[src/hw/rtl/apq_pkg.sv]
// shared types and constants for the array priority queue
package apq_pkg;

    localparam int VALUE_W    = 32;
    localparam int PRI_W      = 16;
    localparam int FUNC_W     = 2;
    localparam int STATUS_W   = 2;
    localparam int ECOUNT_W   = 4;
    localparam int S_TDATA_W  = 56;
    localparam int M_TDATA_W  = 56;

    typedef enum logic [FUNC_W-1:0] {
        FUNC_INSERT = 2'd0,
        FUNC_PEEK   = 2'd1,
        FUNC_DELETE = 2'd2
    } func_t;

    typedef enum logic [STATUS_W-1:0] {
        STATUS_OK    = 2'd0,
        STATUS_FULL  = 2'd1,
        STATUS_EMPTY = 2'd2
    } status_t;

    typedef enum logic [1:0] {
        ST_IDLE,
        ST_EXEC,
        ST_SCAN,
        ST_DONE
    } state_t;

endpackage

[src/hw/rtl/apq_cell.sv]
// one queue slot: holds an entry, shifts down on delete, passes the search token on
module apq_cell #(
    parameter int IDX_W = 3,
    parameter int INDEX = 0
) (
    input  logic                          aclk,
    input  logic                          aresetn,
    input  logic                          occ,
    input  logic                          wr_en,
    input  logic [apq_pkg::VALUE_W-1:0]   wr_val,
    input  logic [apq_pkg::PRI_W-1:0]     wr_pri,
    input  logic                          sh_en,
    input  logic [apq_pkg::VALUE_W-1:0]   sh_val,
    input  logic [apq_pkg::PRI_W-1:0]     sh_pri,
    output logic [apq_pkg::VALUE_W-1:0]   ent_val,
    output logic [apq_pkg::PRI_W-1:0]     ent_pri,
    input  logic                          tok_in_valid,
    input  logic                          tok_in_found,
    input  logic [apq_pkg::VALUE_W-1:0]   tok_in_val,
    input  logic [apq_pkg::PRI_W-1:0]     tok_in_pri,
    input  logic [IDX_W-1:0]              tok_in_idx,
    output logic                          tok_out_valid,
    output logic                          tok_out_found,
    output logic [apq_pkg::VALUE_W-1:0]   tok_out_val,
    output logic [apq_pkg::PRI_W-1:0]     tok_out_pri,
    output logic [IDX_W-1:0]              tok_out_idx
);

    logic [apq_pkg::VALUE_W-1:0] val_reg, val_next;
    logic [apq_pkg::PRI_W-1:0]   pri_reg, pri_next;
    logic                        tv_reg, tv_next;
    logic                        tf_reg, tf_next;
    logic [apq_pkg::VALUE_W-1:0] tval_reg, tval_next;
    logic [apq_pkg::PRI_W-1:0]   tpri_reg, tpri_next;
    logic [IDX_W-1:0]            tidx_reg, tidx_next;
    logic                        take;

    always_comb begin
        val_next = val_reg;
        pri_next = pri_reg;
        if (wr_en) begin
            val_next = wr_val;
            pri_next = wr_pri;
        end else if (sh_en) begin
            val_next = sh_val;
            pri_next = sh_pri;
        end
    end

    // later slots win ties
    assign take = occ && (!tok_in_found || (pri_reg >= tok_in_pri));

    always_comb begin
        tv_next   = tok_in_valid;
        tf_next   = tok_in_found;
        tval_next = tok_in_val;
        tpri_next = tok_in_pri;
        tidx_next = tok_in_idx;
        if (take) begin
            tf_next   = 1'b1;
            tval_next = val_reg;
            tpri_next = pri_reg;
            tidx_next = IDX_W'(INDEX);
        end
    end

    always_ff @(posedge aclk) begin
        if (!aresetn) begin
            tv_reg <= 1'b0;
        end else begin
            tv_reg <= tv_next;
        end
    end

    always_ff @(posedge aclk) begin
        val_reg  <= val_next;
        pri_reg  <= pri_next;
        tf_reg   <= tf_next;
        tval_reg <= tval_next;
        tpri_reg <= tpri_next;
        tidx_reg <= tidx_next;
    end

    assign ent_val       = val_reg;
    assign ent_pri       = pri_reg;
    assign tok_out_valid = tv_reg;
    assign tok_out_found = tf_reg;
    assign tok_out_val   = tval_reg;
    assign tok_out_pri   = tpri_reg;
    assign tok_out_idx   = tidx_reg;

endmodule

[src/hw/rtl/array_priority_queue.sv]
// top level of the array priority queue: request sequencer and row of slots
// Bounded priority queue of DEPTH entries kept in arrival order in a row of
// slots. One request is handled at a time. Insert, an unused operation code,
// and peek or delete on an empty queue load their result into the output
// register from the execute state, once that register is free. For peek and
// delete on a non-empty queue a search token walks the whole row of slots,
// one slot per cycle, and on delete every slot above the winner then shifts
// down together as the result is loaded. The next request is taken the
// cycle after a result is loaded. A result still waiting in the output
// register does not stop the next request being taken, but holds back
// that request's result.
// Among equal priorities the most recently stored entry is served.
module array_priority_queue #(
    parameter int DEPTH = 8
) (
    input  logic                            aclk,
    input  logic                            aresetn,
    input  logic                            s_tvalid,
    output logic                            s_tready,
    // func[1:0], element_value[33:2], priority_req[49:34], zero pad
    input  logic [apq_pkg::S_TDATA_W-1:0]   s_tdata,
    output logic                            m_tvalid,
    input  logic                            m_tready,
    // status[1:0], out_value[33:2], out_priority[49:34], entry_count[53:50], zero pad
    output logic [apq_pkg::M_TDATA_W-1:0]   m_tdata
);

    localparam int IDX_W = (DEPTH > 1) ? $clog2(DEPTH) : 1;
    localparam int CNT_W = $clog2(DEPTH + 1);
    localparam int VW    = apq_pkg::VALUE_W;
    localparam int PW    = apq_pkg::PRI_W;

    apq_pkg::state_t state_reg, state_next;

    apq_pkg::func_t  op_reg;
    logic [VW-1:0]   val_reg;
    logic [PW-1:0]   pri_reg;
    logic [CNT_W-1:0] count_reg, count_next;

    logic [VW-1:0]   best_val_reg;
    logic [PW-1:0]   best_pri_reg;
    logic [IDX_W-1:0] best_idx_reg;

    logic            m_valid_reg, m_valid_next;
    logic [apq_pkg::M_TDATA_W-1:0] m_data_reg, m_data_next;

    logic            take_in, imm_fin, start_scan, done_fin, out_free, is_scan;
    logic            do_insert, do_shift, full;

    apq_pkg::status_t res_status;
    logic [VW-1:0]   res_val;
    logic [PW-1:0]   res_pri;
    logic [CNT_W-1:0] res_count;
    logic [CNT_W+3:0] res_count_ext;

    logic [DEPTH:0]  tok_valid, tok_found;
    logic [VW-1:0]   tok_val [DEPTH+1];
    logic [PW-1:0]   tok_pri [DEPTH+1];
    logic [IDX_W-1:0] tok_idx [DEPTH+1];
    logic [VW-1:0]   ent_val [DEPTH];
    logic [PW-1:0]   ent_pri [DEPTH];

    assign out_free = !m_valid_reg || m_tready;
    assign full     = (count_reg == CNT_W'(DEPTH));
    assign is_scan  = ((op_reg == apq_pkg::FUNC_PEEK) || (op_reg == apq_pkg::FUNC_DELETE))
                      && (count_reg != '0);

    // next state
    always_comb begin
        state_next = state_reg;
        unique case (state_reg)
            apq_pkg::ST_IDLE: begin
                if (s_tvalid) state_next = apq_pkg::ST_EXEC;
            end
            apq_pkg::ST_EXEC: begin
                if (is_scan) state_next = apq_pkg::ST_SCAN;
                else if (out_free) state_next = apq_pkg::ST_IDLE;
            end
            apq_pkg::ST_SCAN: begin
                if (tok_valid[DEPTH]) state_next = apq_pkg::ST_DONE;
            end
            apq_pkg::ST_DONE: begin
                if (out_free) state_next = apq_pkg::ST_IDLE;
            end
            default: state_next = apq_pkg::ST_IDLE;
        endcase
    end

    // control strobes
    always_comb begin
        take_in    = 1'b0;
        imm_fin    = 1'b0;
        start_scan = 1'b0;
        done_fin   = 1'b0;
        unique case (state_reg)
            apq_pkg::ST_IDLE: take_in    = s_tvalid;
            apq_pkg::ST_EXEC: begin
                start_scan = is_scan;
                imm_fin    = !is_scan && out_free;
            end
            apq_pkg::ST_SCAN: ;
            apq_pkg::ST_DONE: done_fin   = out_free;
            default: ;
        endcase
    end

    assign s_tready  = (state_reg == apq_pkg::ST_IDLE);
    assign do_insert = imm_fin && (op_reg == apq_pkg::FUNC_INSERT) && !full;
    assign do_shift  = done_fin && (op_reg == apq_pkg::FUNC_DELETE);

    // result of the current request
    always_comb begin
        res_status = apq_pkg::STATUS_OK;
        res_val    = '0;
        res_pri    = '0;
        res_count  = count_reg;
        if (done_fin) begin
            res_pri = best_pri_reg;
            if (op_reg == apq_pkg::FUNC_DELETE) begin
                res_val   = best_val_reg;
                res_count = count_reg - CNT_W'(1);
            end
        end else begin
            case (op_reg) inside
                apq_pkg::FUNC_INSERT: begin
                    if (full) res_status = apq_pkg::STATUS_FULL;
                    else res_count = count_reg + CNT_W'(1);
                end
                apq_pkg::FUNC_PEEK, apq_pkg::FUNC_DELETE: res_status = apq_pkg::STATUS_EMPTY;
                default: ;
            endcase
        end
    end

    assign res_count_ext = {4'b0000, res_count};

    always_comb begin
        count_next   = count_reg;
        m_valid_next = m_valid_reg && !m_tready;
        m_data_next  = m_data_reg;
        if (imm_fin || done_fin) begin
            count_next   = res_count;
            m_valid_next = 1'b1;
            m_data_next  = '0;
            m_data_next[1:0]   = res_status;
            m_data_next[33:2]  = res_val;
            m_data_next[49:34] = res_pri;
            m_data_next[53:50] = res_count_ext[3:0];
        end
    end

    always_ff @(posedge aclk) begin
        if (!aresetn) begin
            state_reg   <= apq_pkg::ST_IDLE;
            count_reg   <= '0;
            m_valid_reg <= 1'b0;
        end else begin
            state_reg   <= state_next;
            count_reg   <= count_next;
            m_valid_reg <= m_valid_next;
        end
    end

    always_ff @(posedge aclk) begin
        m_data_reg <= m_data_next;
        if (take_in) begin
            op_reg  <= apq_pkg::func_t'(s_tdata[1:0]);
            val_reg <= s_tdata[33:2];
            pri_reg <= s_tdata[49:34];
        end
        if (tok_valid[DEPTH]) begin
            best_val_reg <= tok_val[DEPTH];
            best_pri_reg <= tok_pri[DEPTH];
            best_idx_reg <= tok_idx[DEPTH];
        end
    end

    assign tok_valid[0] = start_scan;
    assign tok_found[0] = 1'b0;
    assign tok_val[0]   = '0;
    assign tok_pri[0]   = '0;
    assign tok_idx[0]   = '0;

    for (genvar k = 0; k < DEPTH; k++) begin : g_cell
        logic [VW-1:0] nb_val;
        logic [PW-1:0] nb_pri;

        if (k == DEPTH - 1) begin : g_last
            assign nb_val = '0;
            assign nb_pri = '0;
        end else begin : g_mid
            assign nb_val = ent_val[k+1];
            assign nb_pri = ent_pri[k+1];
        end

        apq_cell #(
            .IDX_W (IDX_W),
            .INDEX (k)
        ) u_cell (
            .aclk          (aclk),
            .aresetn       (aresetn),
            .occ           (CNT_W'(k) < count_reg),
            .wr_en         (do_insert && (count_reg == CNT_W'(k))),
            .wr_val        (val_reg),
            .wr_pri        (pri_reg),
            .sh_en         (do_shift && (IDX_W'(k) >= best_idx_reg)),
            .sh_val        (nb_val),
            .sh_pri        (nb_pri),
            .ent_val       (ent_val[k]),
            .ent_pri       (ent_pri[k]),
            .tok_in_valid  (tok_valid[k]),
            .tok_in_found  (tok_found[k]),
            .tok_in_val    (tok_val[k]),
            .tok_in_pri    (tok_pri[k]),
            .tok_in_idx    (tok_idx[k]),
            .tok_out_valid (tok_valid[k+1]),
            .tok_out_found (tok_found[k+1]),
            .tok_out_val   (tok_val[k+1]),
            .tok_out_pri   (tok_pri[k+1]),
            .tok_out_idx   (tok_idx[k+1])
        );
    end

    assign m_tvalid = m_valid_reg;
    assign m_tdata  = m_data_reg;

endmodule

[config.mk]
export PLATFORM = sky130hd
export DESIGN_NAME = array_priority_queue
export DESIGN_NICKNAME = d
export VERILOG_FILES = /design/src/hw/rtl/apq_pkg.sv /design/src/hw/rtl/apq_cell.sv /design/src/hw/rtl/array_priority_queue.sv
export SDC_FILE = /design/constraint.sdc
export NUM_CORES = 1
export LEC_CHECK = 0
export CAP_MARGIN = 20
export CORE_AREA = 2 2 348 315
export CTS_CLUSTER_DIAMETER = 150
export DETAILED_ROUTE_END_ITERATION = 10
export DIE_AREA = 0 0 350 317
export DONT_BUFFER_PORTS = 1
export PLACE_DENSITY = 0.62
export SYNTH_ARGS = -nofsm -noshare
export SYNTH_HDL_FRONTEND = slang
export SYNTH_SLANG_ARGS = --single-unit
[constraint.sdc]
create_clock -name aclk -period 10.2 [get_ports aclk]
set_input_delay 2.04 -clock aclk [delete_from_list [all_inputs] [get_ports aclk]]
set_output_delay 2.04 -clock aclk [all_outputs]
set_load 0.05 [all_outputs]
## Word-level counts from Yosys, hierarchy flattened

Index checks and enable logic that the tools add are counted.

- Register bits: 962
- Output and inout port bits: 58
- Word-level logic and storage cells: 237

- Add/sub/neg operators: 2
- Magnitude comparators: 23
- Equal/unequal tests: 15
- Mux-type cells: 64
- Reduce and logical (&&, ||, !) cells: 66

Operator list:

| operator | number |
|---|---|
| two-way mux 32 bit | 23 |
| two-way mux 16 bit | 23 |
| >= comparator 16 bit | 7 |
| logical AND 1 bit | 29 |
| == test 4 x 3 -> 1 bit, second input constant | 4 |
| less-than comparator 3 x 4 -> 1 bit, first input constant | 4 |
| two-way mux 4 bit | 4 |
| nonzero test 2 bit | 8 |
| >= comparator 3 bit, first input constant | 4 |
| two-way mux 2 bit | 6 |
| logical NOT 1 bit | 11 |
| logical OR 1 bit | 10 |
| == test 4 x 2 -> 1 bit, second input constant | 2 |
| less-than comparator 1 x 4 -> 1 bit, first input constant | 2 |
| less-than comparator 2 x 4 -> 1 bit, first input constant | 2 |
| case mux 2 bit (4 select lines) | 1 |
| two-way mux 1 bit | 7 |
| == test 2 bit, second input constant | 3 |
| >= comparator 1 x 3 -> 1 bit, first input constant | 2 |
| >= comparator 2 x 3 -> 1 bit, first input constant | 2 |
| AND reduction 2 bit | 3 |
| adder 4 x 1 -> 4 bit, second input constant | 1 |
| == test 2 x 1 -> 1 bit, second input constant | 2 |
| == test 4 x 1 -> 1 bit, second input constant | 1 |
| 8 further kinds | 9 |

## Logic depth before layout (Yosys ltp)

Gate-level depths: netlist (run 1).

- Depth in word-level cells: 10
- Depth in mapped cells: 10
- Depth with buffers taken out: 7

## Modules after synthesis

From an unflattened synthesis (run 1), not the netlist that was laid out.

- Cells, all modules: 2473
- Area total of the unflattened synthesis: 40176.0 um^2

Modules (own cells, without submodules):

| module | instances | cells an instance | area an instance (um^2) | sequential area each (um^2) |
|---|---|---|---|---|
| apq_cell at g_cell[0].u_cell ... | 6 | 267 | 4292.9 | 2502.4 |
| apq_cell at g_cell[6].u_cell ... | 2 | 271 | 4291.6 | 2502.4 |
| array_priority_queue | 1 | 329 | 5835.6 | 4794.6 |

## Worst setup path before layout (run 1)

No wires, ideal clock.

- Path type: input to register
- Start: input m_tready
- End: register g_cell[0].u_cell.pri_reg (netlist bit g_cell[0].u_cell.ent_pri[0]) (enable)
- Arrival: 7365 ps
- Required time: 9614 ps
- Path slack: 2249 ps
- Stages on the path: 3
- Cells stage by stage: nand2b_1 -> nand4_1 -> o41ai_1

- Longest elaborated chain between the ends: 7
- Elaborated cells between the ends (all ways): 10

Ends and longest elaborated chain:

| what | line | source |
|---|---|---|
| from (decl) | array_priority_queue.sv:23 | `input logic m_tready,` |
| logical OR 1 bit (*) | array_priority_queue.sv:63 | `assign out_free = !m_valid_reg \|\| m_tready;` |
| logical AND 1 bit | array_priority_queue.sv:99 | `imm_fin = !is_scan && out_free;` |
| two-way mux 1 bit | array_priority_queue.sv:95 | `unique case (state_reg)` |
| logical AND 1 bit (2 in a row) | array_priority_queue.sv:108 | `assign do_insert = imm_fin && (op_reg == apq_pkg::FUNC_INSERT) && !full;` |
| logical AND 1 bit | array_priority_queue.sv:203 | `.wr_en (do_insert && (count_reg == CNT_W'(k))),` |
| nonzero test 2 bit (no line) (*) | - |  |
| to (signal assigned) | apq_cell.sv:77 | `pri_reg <= pri_next;` |
| to (decl) | apq_cell.sv:30 | `logic [apq_pkg::PRI_W-1:0] pri_reg, pri_next;` |

Mark *: on every way between the ends. The rest lies on a longest branch, timed or not.
A chain may end at the register's enable or synchronous reset.

## Worst setup path in the final report (run 1)

- Start: input m_tready
- End: register g_cell[2].u_cell.val_reg (netlist bit g_cell[2].u_cell.ent_val[30]) (enable)

- Longest elaborated chain between the ends: 7
- Elaborated cells between the ends (all ways): 10

Ends and longest elaborated chain:

| what | line | source |
|---|---|---|
| logical OR 1 bit (*) | array_priority_queue.sv:63 |  |
| logical AND 1 bit | array_priority_queue.sv:99 |  |
| two-way mux 1 bit | array_priority_queue.sv:95 |  |
| logical AND 1 bit (2 in a row) | array_priority_queue.sv:108 |  |
| logical AND 1 bit | array_priority_queue.sv:203 |  |
| nonzero test 2 bit (no line) (*) | - |  |
| to (signal assigned) | apq_cell.sv:76 | `val_reg <= val_next;` |
| to (decl) | apq_cell.sv:29 | `logic [apq_pkg::VALUE_W-1:0] val_reg, val_next;` |

Marks and branches as above.

==> results.toml, run 1 <==
[synthesis]
synth_edf_count = 539
synthAdderAreaFrac = 0.03641
ys_seq_elements = 962
seq_area_frac_synth = 0.6080
netlist_area_um2 = 40550
syn-instance-count = 3067
synth_compound_area_frac = 0.07017
synth_top_family_by_area = "multiplexers"
synth_xor_area_frac = 0.0004320
async_flop_share = 0
yosys.area_share.simple = 0.08804
ys_warn_count = 0
synth_ff_type = "edfxtp_1"
synth_cell_types = 57
syn_area_per_cell_um2 = 13.22
synthMuxAreaShare = 0.1599

[die]
io_pins = 118
die_width_um = 350
initial_core_util = 0.3785
core.rowCount = 114
dieArea_um2 = 111000
coreArea_um2 = 107100
die_y_um = 317

[pwr]
ir_drop_mv = 0.1431
p_per_area_nw_per_um2 = 205.6
p_leak_uw = 0.01617

[grt]
grt_pass1_vias = 24300
grt_pass1_wl_um = 147400
grt_overflow_total = 0
grt_antenna_before_repair = 0
grt_use_total = 0.1717
grt_max_degree = 96

[worst_setup_path]
cp_max_fo = 49
path_cells = "nand2b_1 -> nand2_1 -> nor4_1 -> nand2_4 -> nand2_4"
critPathSlowestCell = "nand2_4"
cp.buffers_inverters = 0
crit_family = "simple AND/OR/NAND/NOR gates"
slowest_delay_ns = 1.01
end_kind = "register"
required_ns = 10.46
startpoint_type = "input pin"
critPathArrivalTime_ns = 5.08
crit_type = "input pin to register"
cp_common_cell = "nand2_4"

[drt]
drc = 0
via_per_inst = 5.327
drt_iter0_drc = 1698
vias = 24240
firstDrtPassIters = 5
wl_per_cell_um = 21.05
drtAntennaViolNets = 0
wl_um = 95800

[clock_network]
clock_sinks = 962
clk_latency_ns = 0.68
path_clk_slew_ns = 0.06
cts_resized = 0
cts_root_buffer = "clkbuf_16"
htreeDepth = 3
clockBufferDepth = 3
cts_tree = "yes"
cts_setup_buffers = 0
postCtsHoldBufs = 0
numCtsBuffers = 96

[sta]
rsz0062_at_grt = "false"
slew_violations = 0
setup_violations = 0
fmax_mhz = 207.4
fin_worst_skew_ns = 0.04319
max_slew.worst_pin.slew_ns = 1.314
final_hold_viol_count = 0
period_needed_ns = 4.822
hold_ws_ns = 0.3973
fin_tns_setup_ns = 0
finalCritPeriodShare = 0.4728
setup_slack_ns = 5.378
slew_headroom = 0.1017

[final_layout]
area_delta_synth_final_pct = 11.84
postLayoutCoreUtil = 0.4233
nNetsFinal = 3193
layout_commonest_cell = "mux2_2"
fin_area_um2 = 45350
drive_gt1_frac = 0.2604
mostFrequentLayoutCells = "mux2_2 (562), edfxtp_1 (539), dfxtp_1 (422)"
fillers = 9696

[hold_path]
hold_class = "register to register"

[place]
hpwlAfterDp_um = 55280
gp_congestion = 0.8185
postPlaceCellArea_um2 = 42050
dp_slack_ns = 4.670
port_buffers = 0

[status]
status = "completed"

[job]
cap_violations = 0
## power breakdown
part	switching (uW)	internal, uW	total, uW
sequential	235	4490	4730
combinational	537	414	951
clock	1530	2110	3640
## cells by family (layout without fill, tap and decap cells)
kind of cell / count (synthesis) / count (layout)
flops: 962 / 962
other cells: 1 / 3
compound gates: 370 / 370
fa+ha+maj: 118 / 118
mux: 576 / 576
xor+xnor: 2 / 2
buf+inv: 357 / 388
simple gates: 681 / 681
## synth_stat cells, types with 15 or more instances
cell,instances,share of area
and3_1,50,0.0077
o21ai_0,24,0.0030
a21oi_1,43,0.0053
o21a_1,15,0.0028
nor2_1,112,0.010
nand4_1,15,0.0023
a211oi_1,51,0.0094
ha_1,118,0.036
nand2_1,95,0.0088
o211ai_1,53,0.0098
and2_1,200,0.031
buf_2,19,0.0023
nand3_1,148,0.018
o2111ai_1,48,0.010
inv_1,160,0.015
clkbuf_1,143,0.013
mux2_2,562,0.16
a221oi_1,100,0.022
dfxtp_1,423,0.21
edfxtp_1,539,0.40
## metrics by stage
step | std cells | power [uW]
detailed placement | 4366 | 5750
global placement | 4366 | 5738
floorplan | 3068 | 5437
global route | 4549 | 9691
finish | 4550 | 9323
CTS | 4548 | 9404
## final cells by class
class,count,area (um^2),share of cell area
antenna,1,2.502,0.00005518
tap,1450,1814,0.04001
clock buffer,147,2838,0.06258
clock inverter,35,449.2,0.009905
sequential,962,24650,0.5437
timing repair buffer,46,350.3,0.007726
multi-input combinational,1749,14640,0.3228
inverter,160,601.8,0.01327
## path summary, 6_finish.rpt
check | start | end | slack (ns) | cells after the start
max | m_tready | g_cell[2].u_cell.ent_val[30] | 5.38 | 5
min | g_cell[7].u_cell.tok_out_val[21] | best_val_reg[21] | 0.40 | 0
max reg2reg | count_reg[1] | g_cell[2].u_cell.ent_val[30] | 5.80 | 7
min reg2reg | g_cell[7].u_cell.tok_out_val[21] | best_val_reg[21] | 0.40 | 0
## routing by layer
metal	wire (um)	global-route usage	vias up
li1	-	-	11270
met1	44800	0.2393	12110
met2	43310	0.2757	682
met3	4831	0.02334	175
met4	2865	0.05819	0
met5	0	0	-
## worst reg2reg max path, delay by kind of cell, from the launching register on
family,cells,cell delay [ns]
adder cells (fa/ha/maj),1,0.36
AND/OR/NAND/NOR,5,2.94
buffers and inverters,1,0.19
flip-flops,1,0.47
Power figures use the tool's default switching activity.
==> run 2, diff against run 1 <==
- clock period: 10.2 -> 4.97 ns (I/O delays scaled with it)
==> results.toml, run 2 (same netlist as run 1, synthesis figures left out) <==
[drt]
firstDrtPassIters = 5
drtAntennaViolNets = 0
via_per_inst = 5.278
wl_per_cell_um = 20.66
wl_um = 94330
drc = 0
vias = 24100
drt_iter0_drc = 1903

[worst_setup_path]
path_cells = "inv_1 -> ha_1 -> nand3b_1 -> nand2_1 -> nor4_1 -> nand2_2 -> buf_12 -> mux2_2"
cp.buffers_inverters = 2
r2r_start = "count_reg[1]"
required_ns = 5.38
crit_family = "simple AND/OR/NAND/NOR gates"
slowest_delay_ns = 0.66
startpoint_type = "register"
reg2reg_slack_ns = 1.36
cp_max_fo = 27
r2r_end = "g_cell[1].u_cell.ent_val[1]"
r2r_cells = 8
crit_type = "register to register"
end_kind = "register"
critPathArrivalTime_ns = 4.02
critPathSlowestCell = "nand2_2"

[grt]
use_met2 = 0.2672
grt_overflow_total = 0
grt_pass1_wl_um = 145800
grt_use_total = 0.1691
met1_usage = 0.2406
grt_antenna_before_repair = 2
grt_pass1_vias = 23820
met3_usage = 0.02907
busiest_layer = "met2"
grt_max_degree = 96

[hold_path]
hold_class = "register to register"
hp-start = "g_cell[4].u_cell.tok_out_idx[0]"
min_to = "g_cell[5].u_cell.tok_out_idx[0]"
min_path_cells = 1

[sta]
final_hold_viol_count = 0
period_needed_ns = 3.605
fin_tns_setup_ns = 0
finalCritPeriodShare = 0.7254
fmax_mhz = 277.4
max_slew.worst_pin.slew_ns = 1.071
slew_headroom = 0.2835
rsz0062_at_grt = "false"
setup_violations = 0
slew_violations = 0
fin_worst_skew_ns = 0.04404

[final_layout]
drive_gt1_frac = 0.2649
mostFrequentLayoutCells = "mux2_2 (562), edfxtp_1 (539), dfxtp_1 (422)"
layout_commonest_cell = "mux2_2"
nNetsFinal = 3206
area_delta_synth_final_pct = 12.22

[clock_network]
cts_setup_buffers = 0
clk_latency_ns = 0.68
clockBufferDepth = 3
numCtsBuffers = 98
cts_tree = "yes"
path_clk_slew_ns = 0.06
postCtsHoldBufs = 0
clock_sinks = 962
htreeDepth = 3
cts_resized = 0
cts_root_buffer = "clkbuf_16"

[pwr]
p_leak_uw = 0.01623
power_uw = 19070
p_per_area_nw_per_um2 = 419.1
ir_drop_mv = 0.2907

[die]
die_width_um = 350
coreArea_um2 = 107100
dieArea_um2 = 111000
die_y_um = 317
io_pins = 118
core.rowCount = 114
initial_core_util = 0.3785

[place]
hpwlAfterDp_um = 57510
port_buffers = 0
gp_congestion = 0.8196

[job]
cap_violations = 0

[status]
status = "completed"
[run 2: cell count changes in the layout (fill, tap and decap cells not counted), moves of 3 or more]
cell	previous run	this run
clkbuf_1	30	27
buf_12	0	5
nand2_2	4	9
clkinvlp_4	2	5
clkbuf_16	99	103
bufinv_16	7	3
buf_4	45	50
clkinv_2	18	21
nand2_4	5	0
[run 2: stage by stage]
stage	setup slack [ns]	hold WS (ns)	cell area [um^2]	std cells	utilization
after floorplan	-0.4351	0.3855	40560	3068	-
after global placement	1.270	0.3883	42180	4376	0.3938
after detailed placement	1.261	0.3887	42210	4377	0.3940
after CTS	1.385	0.3614	45490	4563	0.4246
after global routing	1.090	0.3642	45500	4564	0.4247
final	1.365	0.3908	45500	4565	0.4248
[run 2: final cells by class]
cell class,instances,area (um^2)
Clock inverter,40,379.1
Multi-Input combinational cell,1749,14630
Tap cell,1450,1814
Inverter,160,601.8
Fill cell,9814,61620
Antenna cell,1,2.502
Timing Repair Buffer,57,515.5
Clock buffer,146,2899
Sequential cell,962,24660
[run 2: worst register-to-register path, cell delays in order (launching register included)]
cell and delay [ns]:
dfxtp_1 0.48, inv_1 0.19, ha_1 0.34, nand3b_1 0.17, nand2_1 0.15, nor4_1 0.63, nand2_2 0.66, buf_12 0.45
mux2_2 0.31
[run 2: report_power, final]
part           switching [uW]  internal (uW)  total, uW  leakage [uW]
Clock                    3180           4230       7410       0.00160
Sequential                477           9220       9700       0.00843
Combinational            1100            856       1960       0.00620
[run 2: how the worst max path moves through the flow]
stage                            start                          end  cells after the start  slack [ns]
after floorplan               m_tready  g_cell[6].u_cell.ent_pri[0]                      3       -0.44
after global placement        m_tready  g_cell[1].u_cell.ent_pri[2]                      6        1.27
after detailed placement      m_tready  g_cell[1].u_cell.ent_pri[1]                      6        1.26
after CTS                 count_reg[0]  g_cell[1].u_cell.ent_val[1]                      8        1.38
after global routing      count_reg[0]  g_cell[1].u_cell.ent_val[1]                      8        1.09
final                     count_reg[1]  g_cell[1].u_cell.ent_val[1]                      8        1.36
[run 2: metal layers]
| metal | wire length, um | up-vias | share of wire |
|---|---|---|---|
| li1 | - | 11330 | - |
| met1 | 44810 | 12050 | 0.48 |
| met2 | 42750 | 584 | 0.45 |
| met3 | 4935 | 132 | 0.052 |
| met4 | 1815 | 2 | 0.019 |
| met5 | 16 | - | 0.00017 |
